===== src/sv/gradient_profile_envelope_table_defines.svh =====
// assertion macros for the gradient envelope table
`ifndef GRADIENT_PROFILE_ENVELOPE_TABLE_DEFINES_SVH
`define GRADIENT_PROFILE_ENVELOPE_TABLE_DEFINES_SVH
// implication checked on every clock edge outside reset
`define GPET_ASSERT_IMP(label, ante, cons) \
    label: assert property (@(posedge clk) disable iff (!rst_n) (ante) |-> (cons)) \
        else $error("gpet check failed");
// next-cycle implication
`define GPET_ASSERT_NXT(label, ante, cons) \
    label: assert property (@(posedge clk) disable iff (!rst_n) (ante) |=> (cons)) \
        else $error("gpet check failed");
`endif


===== src/sv/gpet_pkg.sv =====
// shared types and constants of the gradient envelope table
`timescale 1ns / 1ps
package gpet_pkg;
    localparam int MAX_SEGMENTS = 32;
    localparam int SLOT_W = $clog2(MAX_SEGMENTS);
    localparam int CNT_W = $clog2(MAX_SEGMENTS + 1);
    localparam int PTS = 2 * MAX_SEGMENTS;
    localparam int PT_W = $clog2(PTS);
    localparam int PTC_W = $clog2(PTS + 1);
    localparam logic signed [10:0] GRADE_NONE = 11'sd1000;
    localparam logic signed [31:0] DIST_MAX = 32'sh7fffffff;
    localparam int QDEPTH = 2;
    // request and result word widths on the channels
    localparam int REQ_W = 46;
    localparam int RES_W = 46;

    typedef enum logic [1:0] {
        OP_LOAD = 2'd0,
        OP_CLEAR = 2'd1,
        OP_PRUNE = 2'd2,
        OP_RECALC = 2'd3
    } op_t;

    typedef enum logic [1:0] {
        BATCH_IDLE = 2'd0,
        BATCH_OPEN = 2'd1,
        BATCH_DRAIN = 2'd2
    } batch_t;

    // command handed from the front part to the back part
    typedef struct packed {
        op_t kind;
        logic clip;
        logic clip_fin;
        logic signed [31:0] clip_pos;
        logic ins;
        logic signed [31:0] ins_start;
        logic signed [31:0] ins_end;
        logic signed [10:0] ins_grade;
        logic ins2;
        logic signed [31:0] ins2_start;
        logic signed [10:0] ins2_grade;
        logic signed [31:0] prune_pos;
    } cmd_t;

    typedef enum logic [3:0] {
        BK_IDLE,
        BK_CLIP_RD,
        BK_CLIP_WB,
        BK_INS,
        BK_OVF,
        BK_GATHER,
        BK_PICK,
        BK_SCAN_RD,
        BK_SCAN,
        BK_EMIT,
        BK_EMPTY,
        BK_PRUNE
    } back_t;
endpackage


===== src/sv/gpet_stream_if.sv =====
// valid/ready channel with a generic payload
`timescale 1ns / 1ps
interface gpet_stream_if #(parameter int W = 1);
    logic valid;
    logic ready;
    logic [W-1:0] data;
    modport source(output valid, output data, input ready);
    modport sink(input valid, input data, output ready);
endinterface


===== src/sv/gradient_profile_envelope_table.sv =====
// top level of the gradient envelope table
//  channel  dir  payload
//  req      in   opcode, position, grade_value, batch_last
//  res      out  point_position, point_grade, last_of_run, table_empty, overflow
// a load opening a batch first runs a clip sweep over the segment ram and then inserts, other loads only insert
// a load that closes a batch with a pending point also inserts that point as a second segment
// prune sweeps the segment ram entry by entry, clear empties the table as the command is taken
// recalculate runs a gather, pick, scan and emit pass per emitted boundary point, held by result stalls
// a waiting result stalls the back part; a two-entry command queue decouples the sides
// reset is asynchronous and empties the table; no clearing pass is needed
`timescale 1ns / 1ps
module gradient_profile_envelope_table (
    input logic clk,
    input logic rst_n,
    gpet_stream_if.sink req,
    gpet_stream_if.source res
);
    logic cmd_valid, cmd_ready;
    gpet_pkg::cmd_t cmd;

    gpet_front u_front (
        .clk, .rst_n,
        .in_valid(req.valid), .in_ready(req.ready),
        .opcode(req.data[45:44]), .position(req.data[43:12]),
        .grade_value(req.data[11:1]), .batch_last(req.data[0]),
        .cmd_valid, .cmd_ready, .cmd
    );

    gpet_back u_back (
        .clk, .rst_n, .cmd_valid, .cmd_ready, .cmd, .res
    );
endmodule


===== src/sv/gpet_ram.sv =====
// generic single-port-write ram with registered read
`timescale 1ns / 1ps
module gpet_ram #(
    parameter int WIDTH = 8,
    parameter int DEPTH = 32
) (
    input logic clk,
    input logic we,
    input logic [$clog2(DEPTH)-1:0] waddr,
    input logic [WIDTH-1:0] wdata,
    input logic [$clog2(DEPTH)-1:0] raddr,
    output logic [WIDTH-1:0] rdata
);
    logic [WIDTH-1:0] mem [DEPTH];
    always_ff @(posedge clk)
    begin
        if (we)
        begin
            mem[waddr] <= wdata;
        end
        rdata <= mem[raddr];
    end
endmodule


===== src/sv/gpet_front.sv =====
// front part: batch bookkeeping and command queue
`timescale 1ns / 1ps
module gpet_front (
    input logic clk,
    input logic rst_n,
    input logic in_valid,
    output logic in_ready,
    input logic [1:0] opcode,
    input logic signed [31:0] position,
    input logic signed [10:0] grade_value,
    input logic batch_last,
    output logic cmd_valid,
    input logic cmd_ready,
    output gpet_pkg::cmd_t cmd
);
    gpet_pkg::batch_t batch_reg, batch_next;
    logic pend_v_reg, pend_v_next;
    logic signed [31:0] pend_pos_reg, pend_pos_next;
    logic signed [10:0] pend_grade_reg, pend_grade_next;
    gpet_pkg::cmd_t q_reg [gpet_pkg::QDEPTH];
    logic [1:0] cnt_reg;
    logic wr_ptr_reg, rd_ptr_reg;
    gpet_pkg::cmd_t c;
    logic push, pop;

    assign in_ready = (cnt_reg != 2'd2);
    assign push = in_valid && in_ready;
    assign cmd_valid = (cnt_reg != 2'd0);
    assign cmd = q_reg[rd_ptr_reg];
    assign pop = cmd_valid && cmd_ready;

    always_comb
    begin
        logic st_open;
        logic pv;
        batch_next = batch_reg;
        pend_v_next = pend_v_reg;
        pend_pos_next = pend_pos_reg;
        pend_grade_next = pend_grade_reg;
        c = '0;
        c.kind = gpet_pkg::op_t'(opcode);
        c.clip_pos = position;
        c.prune_pos = position;
        st_open = 1'b0;
        pv = pend_v_reg;
        unique case (gpet_pkg::op_t'(opcode))
            gpet_pkg::OP_CLEAR:
            begin
                batch_next = gpet_pkg::BATCH_IDLE;
                pend_v_next = 1'b0;
            end
            gpet_pkg::OP_PRUNE, gpet_pkg::OP_RECALC:
            begin
            end
            default:
            begin
                if (batch_reg == gpet_pkg::BATCH_IDLE)
                begin
                    c.clip = 1'b1;
                    pv = 1'b0;
                    st_open = 1'b1;
                end
                else if (batch_reg == gpet_pkg::BATCH_OPEN)
                begin
                    st_open = 1'b1;
                end
                batch_next = batch_reg;
                if (st_open)
                begin
                    batch_next = gpet_pkg::BATCH_OPEN;
                    if (pv)
                    begin
                        c.ins = 1'b1;
                        c.ins_start = pend_pos_reg;
                        c.ins_end = position;
                        c.ins_grade = pend_grade_reg;
                        pv = 1'b0;
                    end
                    if (grade_value == gpet_pkg::GRADE_NONE)
                    begin
                        batch_next = gpet_pkg::BATCH_DRAIN;
                    end
                    else
                    begin
                        pv = 1'b1;
                        pend_pos_next = position;
                        pend_grade_next = grade_value;
                    end
                end
                if (batch_last)
                begin
                    if (pv)
                    begin
                        c.ins2 = 1'b1;
                        c.ins2_start = pend_pos_next;
                        c.ins2_grade = pend_grade_next;
                        pv = 1'b0;
                    end
                    batch_next = gpet_pkg::BATCH_IDLE;
                end
                pend_v_next = pv;
            end
        endcase
    end

    always_ff @(posedge clk or negedge rst_n)
    begin
        if (!rst_n)
        begin
            batch_reg <= gpet_pkg::BATCH_IDLE;
            pend_v_reg <= 1'b0;
            cnt_reg <= 2'd0;
            wr_ptr_reg <= 1'b0;
            rd_ptr_reg <= 1'b0;
        end
        else
        begin
            if (push)
            begin
                batch_reg <= batch_next;
                pend_v_reg <= pend_v_next;
                wr_ptr_reg <= !wr_ptr_reg;
            end
            if (pop)
            begin
                rd_ptr_reg <= !rd_ptr_reg;
            end
            cnt_reg <= cnt_reg + {1'b0, push} - {1'b0, pop};
        end
    end

    always_ff @(posedge clk)
    begin
        if (push)
        begin
            q_reg[wr_ptr_reg] <= c;
            pend_pos_reg <= pend_pos_next;
            pend_grade_reg <= pend_grade_next;
        end
    end
endmodule


===== src/sv/gpet_back.sv =====
// back part: segment table update and envelope walk
`timescale 1ns / 1ps
`include "gradient_profile_envelope_table_defines.svh"
module gpet_back (
    input logic clk,
    input logic rst_n,
    input logic cmd_valid,
    output logic cmd_ready,
    input gpet_pkg::cmd_t cmd,
    gpet_stream_if.source res
);
    localparam int SW = gpet_pkg::SLOT_W;
    localparam int NS = gpet_pkg::MAX_SEGMENTS;

    gpet_pkg::back_t st_reg, st_next;
    gpet_pkg::cmd_t cmd_reg;
    logic [NS-1:0] valid_reg;
    logic [SW-1:0] idx_reg;
    logic ovf_reg;
    logic ins_phase_reg;
    // last emitted boundary; next pick is the least value above it
    logic signed [31:0] lo_reg;
    logic lo_v_reg;
    logic signed [31:0] best_reg;
    logic best_v_reg;
    logic half_reg;
    logic signed [10:0] g_reg;
    logic [gpet_pkg::PTC_W-1:0] more_reg;
    logic res_v_reg;
    logic [45:0] res_reg;

    logic we;
    logic [SW-1:0] waddr, raddr;
    logic [31:0] ws, we_d;
    logic [10:0] wg;
    logic [31:0] rs, re;
    logic [10:0] rg;
    logic ws_en, we_en, wg_en;

    gpet_ram #(.WIDTH(32), .DEPTH(NS)) u_start (.clk, .we(ws_en), .waddr,
        .wdata(ws), .raddr, .rdata(rs));
    gpet_ram #(.WIDTH(32), .DEPTH(NS)) u_end (.clk, .we(we_en), .waddr,
        .wdata(we_d), .raddr, .rdata(re));
    gpet_ram #(.WIDTH(11), .DEPTH(NS)) u_grade (.clk, .we(wg_en), .waddr,
        .wdata(wg), .raddr, .rdata(rg));

    logic [SW-1:0] free_idx;
    logic free_any;
    always_comb
    begin
        free_idx = '0;
        free_any = 1'b0;
        for (int i = NS - 1; i >= 0; i--)
        begin
            if (!valid_reg[i])
            begin
                free_idx = SW'(i);
                free_any = 1'b1;
            end
        end
    end

    logic last_idx;
    assign last_idx = (idx_reg == SW'(NS - 1));
    assign cmd_ready = (st_reg == gpet_pkg::BK_IDLE) && !res_v_reg;
    assign res.valid = res_v_reg;
    assign res.data = res_reg;
    // sweeps read one entry ahead; gather reads each entry for both its start and its end
    assign raddr = (st_reg == gpet_pkg::BK_IDLE) ? '0 :
        (st_reg == gpet_pkg::BK_CLIP_WB || st_reg == gpet_pkg::BK_SCAN
         || st_reg == gpet_pkg::BK_PRUNE
         || (st_reg == gpet_pkg::BK_GATHER && half_reg)) ? idx_reg + SW'(1) : idx_reg;

    logic signed [31:0] cand;
    assign cand = half_reg ? $signed(re) : $signed(rs);
    logic signed [31:0] ins_s, ins_e;
    logic signed [10:0] ins_g;
    assign ins_s = ins_phase_reg ? cmd_reg.ins2_start : cmd_reg.ins_start;
    assign ins_e = ins_phase_reg ? gpet_pkg::DIST_MAX : cmd_reg.ins_end;
    assign ins_g = ins_phase_reg ? cmd_reg.ins2_grade : cmd_reg.ins_grade;
    logic ins_go;
    assign ins_go = (!ins_phase_reg && cmd_reg.ins) || (ins_phase_reg && cmd_reg.ins2);

    always_comb
    begin
        waddr = free_idx;
        ws = ins_s;
        we_d = ins_e;
        wg = ins_g;
        ws_en = 1'b0;
        we_en = 1'b0;
        wg_en = 1'b0;
        we = 1'b0;
        if (st_reg == gpet_pkg::BK_INS && free_any && ins_go)
        begin
            we = 1'b1;
            ws_en = 1'b1;
            we_en = 1'b1;
            wg_en = 1'b1;
        end
        if (st_reg == gpet_pkg::BK_CLIP_WB && valid_reg[idx_reg]
            && !($signed(rs) > cmd_reg.clip_pos) && ($signed(re) > cmd_reg.clip_pos))
        begin
            waddr = idx_reg;
            we_d = cmd_reg.clip_pos;
            we_en = 1'b1;
        end
    end

    // next state
    always_comb
    begin
        st_next = st_reg;
        unique case (st_reg)
            gpet_pkg::BK_IDLE:
            begin
                if (cmd_valid && cmd_ready)
                begin
                    unique case (cmd.kind)
                        gpet_pkg::OP_LOAD:
                            st_next = cmd.clip ? gpet_pkg::BK_CLIP_RD :
                                gpet_pkg::BK_INS;
                        gpet_pkg::OP_RECALC:
                            st_next = (valid_reg == '0) ? gpet_pkg::BK_EMPTY :
                                gpet_pkg::BK_GATHER;
                        gpet_pkg::OP_PRUNE: st_next = gpet_pkg::BK_PRUNE;
                        default: st_next = gpet_pkg::BK_IDLE;
                    endcase
                end
            end
            gpet_pkg::BK_CLIP_RD: st_next = gpet_pkg::BK_CLIP_WB;
            gpet_pkg::BK_CLIP_WB:
                st_next = last_idx ? gpet_pkg::BK_INS : gpet_pkg::BK_CLIP_WB;
            gpet_pkg::BK_INS:
            begin
                if (!ins_phase_reg && cmd_reg.ins2)
                    st_next = gpet_pkg::BK_INS;
                else
                    st_next = gpet_pkg::BK_OVF;
            end
            gpet_pkg::BK_OVF: st_next = gpet_pkg::BK_IDLE;
            gpet_pkg::BK_GATHER:
                st_next = (last_idx && half_reg) ? gpet_pkg::BK_PICK :
                    gpet_pkg::BK_GATHER;
            gpet_pkg::BK_PICK:
                st_next = best_v_reg ? gpet_pkg::BK_SCAN : gpet_pkg::BK_IDLE;
            gpet_pkg::BK_SCAN:
                st_next = last_idx ? gpet_pkg::BK_EMIT : gpet_pkg::BK_SCAN;
            gpet_pkg::BK_EMIT:
            begin
                if (res_v_reg)
                    st_next = gpet_pkg::BK_EMIT;
                else if (more_reg == '0)
                    st_next = gpet_pkg::BK_IDLE;
                else
                    st_next = gpet_pkg::BK_GATHER;
            end
            gpet_pkg::BK_EMPTY:
                st_next = !res_v_reg ? gpet_pkg::BK_IDLE : gpet_pkg::BK_EMPTY;
            gpet_pkg::BK_PRUNE:
                st_next = last_idx ? gpet_pkg::BK_IDLE : gpet_pkg::BK_PRUNE;
            default: st_next = gpet_pkg::BK_IDLE;
        endcase
    end

    // datapath registers
    always_ff @(posedge clk or negedge rst_n)
    begin
        if (!rst_n)
        begin
            st_reg <= gpet_pkg::BK_IDLE;
            valid_reg <= '0;
            res_v_reg <= 1'b0;
            idx_reg <= '0;
            half_reg <= 1'b0;
            ins_phase_reg <= 1'b0;
            ovf_reg <= 1'b0;
            lo_v_reg <= 1'b0;
            best_v_reg <= 1'b0;
        end
        else
        begin
            st_reg <= st_next;
            if (res_v_reg && res.ready)
            begin
                res_v_reg <= 1'b0;
            end
            unique case (st_reg)
                gpet_pkg::BK_IDLE:
                begin
                    idx_reg <= '0;
                    half_reg <= 1'b0;
                    ins_phase_reg <= 1'b0;
                    ovf_reg <= 1'b0;
                    lo_v_reg <= 1'b0;
                    best_v_reg <= 1'b0;
                    if (cmd_valid && cmd_ready)
                    begin
                        if (cmd.kind == gpet_pkg::OP_CLEAR)
                            valid_reg <= '0;
                        if (cmd.kind == gpet_pkg::OP_PRUNE)
                            idx_reg <= '0;
                    end
                end
                gpet_pkg::BK_CLIP_RD: idx_reg <= idx_reg;
                gpet_pkg::BK_CLIP_WB:
                begin
                    if (valid_reg[idx_reg] && $signed(rs) > cmd_reg.clip_pos)
                        valid_reg[idx_reg] <= 1'b0;
                    idx_reg <= idx_reg + SW'(1);
                end
                gpet_pkg::BK_INS:
                begin
                    if (ins_go)
                    begin
                        if (free_any)
                            valid_reg[free_idx] <= 1'b1;
                        else
                            ovf_reg <= 1'b1;
                    end
                    ins_phase_reg <= 1'b1;
                end
                gpet_pkg::BK_OVF:
                begin
                    if (ovf_reg)
                    begin
                        res_v_reg <= 1'b1;
                        res_reg <= {32'd0, 11'd0, 1'b1, 1'b0, 1'b1};
                    end
                end
                gpet_pkg::BK_GATHER:
                begin
                    // least boundary above the last emitted one
                    if (valid_reg[idx_reg] && (!lo_v_reg || cand > lo_reg)
                        && (!best_v_reg || cand < best_reg))
                    begin
                        best_reg <= cand;
                        best_v_reg <= 1'b1;
                    end
                    if (half_reg)
                        idx_reg <= idx_reg + SW'(1);
                    half_reg <= !half_reg;
                end
                gpet_pkg::BK_PICK:
                begin
                    lo_reg <= best_reg;
                    lo_v_reg <= 1'b1;
                    g_reg <= gpet_pkg::GRADE_NONE;
                    more_reg <= '0;
                    idx_reg <= '0;
                end
                gpet_pkg::BK_SCAN:
                begin
                    if (valid_reg[idx_reg])
                    begin
                        if (!($signed(rs) > lo_reg) && $signed(re) > lo_reg
                            && $signed(rg) < g_reg)
                            g_reg <= rg;
                        if ($signed(rs) > lo_reg || $signed(re) > lo_reg)
                            more_reg <= more_reg + gpet_pkg::PTC_W'(1);
                    end
                    idx_reg <= idx_reg + SW'(1);
                end
                gpet_pkg::BK_EMIT:
                begin
                    if (!res_v_reg)
                    begin
                        res_v_reg <= 1'b1;
                        res_reg <= {lo_reg, g_reg, (more_reg == '0), 1'b0, 1'b0};
                        best_v_reg <= 1'b0;
                        idx_reg <= '0;
                        half_reg <= 1'b0;
                        if (more_reg == '0)
                            lo_v_reg <= 1'b0;
                    end
                end
                gpet_pkg::BK_EMPTY:
                begin
                    if (!res_v_reg)
                    begin
                        res_v_reg <= 1'b1;
                        res_reg <= {32'd0, 11'd0, 1'b1, 1'b1, 1'b0};
                    end
                end
                gpet_pkg::BK_PRUNE:
                begin
                    if (valid_reg[idx_reg] && $signed(re) < cmd_reg.prune_pos)
                        valid_reg[idx_reg] <= 1'b0;
                    idx_reg <= idx_reg + SW'(1);
                end
                default: idx_reg <= idx_reg;
            endcase
        end
    end

    always_ff @(posedge clk)
    begin
        if (st_reg == gpet_pkg::BK_IDLE && cmd_valid && cmd_ready)
            cmd_reg <= cmd;
    end

    `GPET_ASSERT_IMP(a_ready_idle, cmd_ready, st_reg == gpet_pkg::BK_IDLE)
    `GPET_ASSERT_NXT(a_empty_out, st_reg == gpet_pkg::BK_EMPTY && !res_v_reg,
        res_v_reg && res_reg[1])
    `GPET_ASSERT_IMP(a_no_write_on_recalc, st_reg == gpet_pkg::BK_SCAN, !we)
endmodule


===== src/flat_wrapper.sv =====
// flat-port wrapper written by rule: the top's interface ports become plain ports
module gradient_profile_envelope_table_flat 
  (clk, rst_n, req_valid, req_data, req_ready, res_valid, res_data, res_ready);
  gpet_stream_if #(.W(gpet_pkg::REQ_W)) req_i ();
  gpet_stream_if #(.W(gpet_pkg::RES_W)) res_i ();
  input logic clk;
  input logic rst_n;
  input wire logic [$bits(req_i.valid)-1:0] req_valid;
  input wire logic [$bits(req_i.data)-1:0] req_data;
  output wire logic [$bits(req_i.ready)-1:0] req_ready;
  output wire logic [$bits(res_i.valid)-1:0] res_valid;
  output wire logic [$bits(res_i.data)-1:0] res_data;
  input wire logic [$bits(res_i.ready)-1:0] res_ready;
  assign req_i.valid = req_valid;
  assign req_i.data = req_data;
  assign req_ready = req_i.ready;
  assign res_valid = res_i.valid;
  assign res_data = res_i.data;
  assign res_i.ready = res_ready;
  gradient_profile_envelope_table u_core (.clk(clk), .rst_n(rst_n), .req(req_i), .res(res_i));
endmodule

===== config.mk =====
export PLATFORM = sky130hd
export DESIGN_NAME = gradient_profile_envelope_table_flat
export DESIGN_NICKNAME = d
export VERILOG_FILES = /design/src/sv/gpet_pkg.sv /design/src/sv/gpet_stream_if.sv /design/src/sv/gradient_profile_envelope_table.sv /design/src/sv/gpet_ram.sv /design/src/sv/gpet_front.sv /design/src/sv/gpet_back.sv /design/src/flat_wrapper.sv
export VERILOG_INCLUDE_DIRS = /design/src /design/src/sv
export SDC_FILE = /design/constraint.sdc
export NUM_CORES = 2
export LEC_CHECK = 0
export BUFFER_PORTS_ARGS = -buffer_cell sky130_fd_sc_hd__buf_4
export CAP_MARGIN = 20
export CORE_MARGIN = 1.5
export CORE_UTILIZATION = 55
export CTS_CLUSTER_DIAMETER = 120
export DETAILED_ROUTE_END_ITERATION = 6
export PLACE_DENSITY = 0.69
export REMOVE_ABC_BUFFERS = 1
export SLEW_MARGIN = 20
export SYNTH_ARGS = -nofsm -noshare
export SYNTH_HDL_FRONTEND = slang
export SYNTH_HIERARCHICAL = 1
export SYNTH_SLANG_ARGS = --single-unit

===== constraint.sdc =====
create_clock -name clk -period 11.9 [get_ports clk]
set_clock_uncertainty 0.2 [all_clocks]
set_input_delay 1.19 -clock clk [delete_from_list [all_inputs] [get_ports clk]]
set_output_delay 1.19 -clock clk [all_outputs]
set_load 0.05 [all_outputs]

# Word-level counts from Yosys, hierarchy flattened
# Memory sizes are Yosys's and may differ from the RTL's. A register that Yosys moved wholly into a read port is not among the register bits.
# Cells that the tools add are included.
# totals
mem_count,4
output_inout_bits,48
word_cells,324
in_bits,50
reg_bits,409
ramBits,2774
# mem_list
name,depth,word_bits,rd,rd_clocked_by_memory_dff,wr,line_no,text
u_core.u_back.u_end.mem,32,32,1,1,1,gpet_ram.sv:14,logic [WIDTH-1:0] mem [DEPTH];
u_core.u_back.u_start.mem,32,32,1,1,1,gpet_ram.sv:14,
u_core.u_front.q_reg,2,187,1,0,1,gpet_front.sv:20,gpet_pkg::cmd_t q_reg [gpet_pkg::QDEPTH];
u_core.u_back.u_grade.mem,32,11,1,1,1,gpet_ram.sv:14,
# classes
bitwise_logic,5
add_sub_neg,4
magnitude_cmp,12
reduce_logical,73
n_eq_ne,36
n_mux,160
# op_table
cell,n
$mux 32,12
$mux 5,37
$gt 32x32->1,5
$mux 76,2
$mux 46,3
$pmux 46 s3,1
$pmux 32 s4,1
$mux 120,1
$mux 44,2
$mux 1,65
$lt 32x32->1,2
$mux 11,5
$pmux 4 s10,1
$and 32x32->32,1
$logic_not 32->1,1
$not 32->32,1
$or 32x32->32,1
$logic_and 1x1->1,24
$mux 4,6
$pmux 11 s2,1
$pmux 5 s4,1
$ne 2x2->1 const B,9
$reduce_and 3->1,6
$eq 4x4->1 const B,4
40 further kinds,98

# Longest topological paths before layout
# logic_depth
ltp_word,40
depth_mapped,16
mapped_depth_nobuf,14

# By module
# The synthesis kept the hierarchy.
# modules_own_cells
module,area_per_inst_um2,instances,seq_area_each_um2,cells_per_inst
gpet_ram (u_core.u_back.u_end),40492.6,1,31390.1,2260
gpet_ram (u_core.u_back.u_start),40485.1,1,31390.1,2260
gpet_back,20520.9,1,10545.1,1744
gpet_front,14825.5,1,10775.3,809
gpet_ram (u_core.u_back.u_grade),14192.4,1,10790.3,801

# Least setup slack after synthesis
# No wires, ideal clock.
# synth_path
path_kind,register to register
startpoint,register u_core.u_back.st_reg[0]
endpoint,"register u_core/u_back/cmd_reg[0] (netlist name), enable pin"
t_arrival_ps,8671
setup_ps,730
path_slack_ps,2299
stages_incl_launch_ff,5
n_path_buf,1
synth_period_minus_slack_ps,9601
required_time_ps,10970
path_cell_list,dfrtp_1 -> clkbuf_1 -> nor2_1 -> nand2_1 -> nor2_1
# synth_via
elab_chain_cells,3
word_cells_on_any_way,4
cone_classes,4 x reduce/logical
# synth_rtl
item,line_no,text
"start, declared",gpet_back.sv:15,"gpet_pkg::back_t st_reg, st_next;"
"start signal, assigned",gpet_back.sv:171,st_reg <= gpet_pkg::BK_IDLE;
"start signal, assigned",gpet_back.sv:183,st_reg <= st_next;
$logic_not 4->1 *,"gpet_back.sv:65, gpet_back.sv:298",
$logic_and 1x1->1 (on tied branches),"gpet_back.sv:298, gpet_back.sv:65",
$logic_and 1x1->1 *,gpet_back.sv:298,if (st_reg == gpet_pkg::BK_IDLE && cmd_valid && cmd_ready)
"end signal, assigned",gpet_back.sv:299,cmd_reg <= cmd;
"end, declared",gpet_back.sv:16,gpet_pkg::cmd_t cmd_reg;
# Every way passes the cells marked *; elsewhere a longest branch is shown, timed or not.
# A chain may end at the register's enable or synchronous reset.

# Worst setup path in the final report
# layout_path
startpoint,register u_core.u_back.st_reg[1]
endpoint,"register u_core.u_back.u_start.rdata[6], read port of u_core.u_back.u_start.mem"
# layout_via
elab_chain_cells,6
word_cells_on_any_way,11
cone_classes,4 x eq/ne; 2 x mux; 5 x reduce/logical
# layout_rtl
item,line_no,text
$eq 4x2->1 or $eq 4x4->1 (tied branches),gpet_back.sv:70,(st_reg == gpet_pkg::BK_CLIP_WB || st_reg == gpet_pkg::BK_SCAN
$logic_or 1x1->1,gpet_back.sv:70,
$logic_or 1x1->1,gpet_back.sv:71,|| st_reg == gpet_pkg::BK_PRUNE
$logic_or 1x1->1,gpet_back.sv:72,|| (st_reg == gpet_pkg::BK_GATHER && half_reg)) ? idx_reg + SW'(1) : idx_reg;
$mux 5,gpet_back.sv:72,
$mux 5 *,gpet_back.sv:69,assign raddr = (st_reg == gpet_pkg::BK_IDLE) ? '0 :
net u_core.u_back.raddr[0],gpet_back.sv:33,"logic [SW-1:0] waddr, raddr;"
"end, declared",gpet_ram.sv:12,output logic [WIDTH-1:0] rdata
# The timed path passes the listed nets; every way through them passes the cells marked *.

==> impl_metrics.ini <==
[floorplanning]
start_util = 0.554
die_w_um = 490
die_h_um = 490
std_cell_rows = 178
die_area_um2 = 240000
io_pins = 98
core-area_um2 = 236000

[setup_path]
cp_top_family = simple AND/OR/NAND/NOR gates
crit_start = u_core/u_back/st_reg[1]$_DFFE_PN0N_
r2r-end = u_core/u_back/u_start/rdata[6]$_DFF_P_
reg2reg_slack_ps = 5220
crit_path_end = u_core/u_back/u_start/rdata[6]$_DFF_P_
crit_top_cell = nor3_1
cp-start-kind = flop
worstRegToRegCells = 13
critPathSlowestCell = buf_4
max_stage_delay_ps = 950
crit_arrival_ps = 7030
worstPathBufferInverterCount = 3
r2r-start = u_core/u_back/st_reg[1]$_DFFE_PN0N_
worstPathRequired_ps = 12250
path_cells = inv_1 -> nor3_1 -> a21oi_1 -> o22ai_1 -> nor2_1 -> nor3_2 -> buf_12 -> buf_4 -> mux2i_1 -> a22o_1 -> nor3_1 -> a31oi_1 -> nand3_1
worstSetupPathType = reg2reg
cp.depth = 13
path_max_fanout = 107
end_kind = flop

[grt]
grt_pass1_vias = 70100
grt_usage = 0.267
grt_max_degree = 156
antenna_found_initial = 24
grt_pass1_wl_um = 472000
grt_overflow_total = 0

[clocking]
cts_buffer_depth = 4
cts_buffers = 336
root_buffer = clkbuf_16
htreeDepth = 5
clk_latency_ps = 980
cts.sinks = 3194
cts_tree = built
path_clk_slew_ps = 70

[sta]
finalWorstPathRequiredPeriod_ps = 6680
worstMarginPinSlew_ps = 1260
finalHoldViolCount = 0
relSlewSlack = 0.150
timing.hold.ws_ps = 224
max_freq_mhz = 150
setup_viol = 0
drv_slew = 0
timing.final.ws_setup_ps = 5220
finalCritPeriodShare = 0.561
rsz0062_at_grt = false
fin_tns_setup_ps = 0

[min_path]
min_from = u_core/u_back/best_reg[29]$_DFFE_PP_
hp-class = reg2reg

[pwr]
seqPwrFrac = 0.395
total_power_mw = 39.2
p_sw_frac = 0.350
p_per_area_nw_per_um2 = 270
p_int_mw = 25.5
vdd_drop_max_mv = 0.406
clockPowerShare = 0.253
p_leak_nw = 49.9
power_frac_comb = 0.352
netSwitchingPower_mw = 13.7

[synth]
synth.avg_cell_area_um2 = 16.6
synthCells = 7872
yosys_warnings = 6
synth_area_um2 = 131000

[placed_design]
dp_hpwl_um = 190000
place_inst = 10900
dpl_cell_area_um2 = 135000
place_ws_ps = 5360
gp_congestion = 0.926
port_buffers = 97

[detailed_routing]
drtPass1Iterations = 6
vias = 71300
drtIter0Drc = 8229
wirelength_um = 326000
via_per_inst = 6.21
drtAntennaViolNets = 0
wl_per_cell_um = 28.4
drc = 0

[cells_and_area]
fill_cells = 17000
drive_above_1_share = 0.144
design_area_um2 = 145000
reg_top3 = u_core/u_back/u_end/mem x1024, u_core/u_back/u_start/mem x1024, u_core/u_back/u_grade/mem x352
mostFrequentLayoutCell = edfxtp_1
fin_cells = 11500
final_cell_mix = edfxtp_1 (3065), mux2i_1 (1204), clkbuf_16 (337)
final_nets = 8347
syn_to_final_growth_pct = 11.4
postLayoutCoreUtil = 0.617

[outcome]
status = completed

[run]
cap_violations = 0
-- worst min path at each step --
stage | end | slack (ps) | depth (start not counted)
after floorplan | u_core/u_back/lo_reg[0]$_DFFE_PP_ | 230 | 0
after global placement | u_core/u_back/lo_reg[2]$_DFFE_PP_ | 230 | 0
after detailed placement | u_core/u_back/lo_reg[17]$_DFFE_PP_ | 240 | 0
after CTS | u_core/u_back/res.valid$_DFF_PN0_ | 180 | 2
after global routing | u_core/u_back/res.valid$_DFF_PN0_ | 190 | 2
final | u_core/u_back/lo_reg[29]$_DFFE_PP_ | 220 | 0
-- power by group through the flow --
stage	Sequential (mW)	Combinational (mW)	Clock [mW]
floorplan	15.6	7.77	0
global placement	15.7	13.4	0
detailed placement	15.7	13.7	0
CTS	15.5	13.7	10.1
global route	15.6	14.7	10.5
finish	15.5	13.8	9.95
-- layout make-up --
cell class / instances / area [um^2] / area share
inverter: 174 / 653 / 0.00449
multi-input combinational: 4078 / 33200 / 0.228
clock inverter: 165 / 1460 / 0.0101
sequential: 3194 / 94900 / 0.653
timing repair buffer: 272 / 2340 / 0.0161
clock buffer: 426 / 8900 / 0.0612
tap: 3150 / 3940 / 0.0271
antenna: 11 / 27.5 / 0.000189
-- timing repair --
action / in CTS / in global routing
setup buffers: 0 / 0
endpoints found under the setup margin: 0 / 0
hold endpoints to repair: 18 / 0
resized for setup: 0 / 0
hold buffers: 1 / 0
-- layer usage --
layer  wire length [um]  track usage  vias up
li1                   -            -    31300
met1             136000        0.381    36400
met2             152000        0.420     2994
met3              26400       0.0447      559
met4              10500       0.0893       12
met5                 81            0        -
No activity file was read; power rests on OpenSTA's default activity.
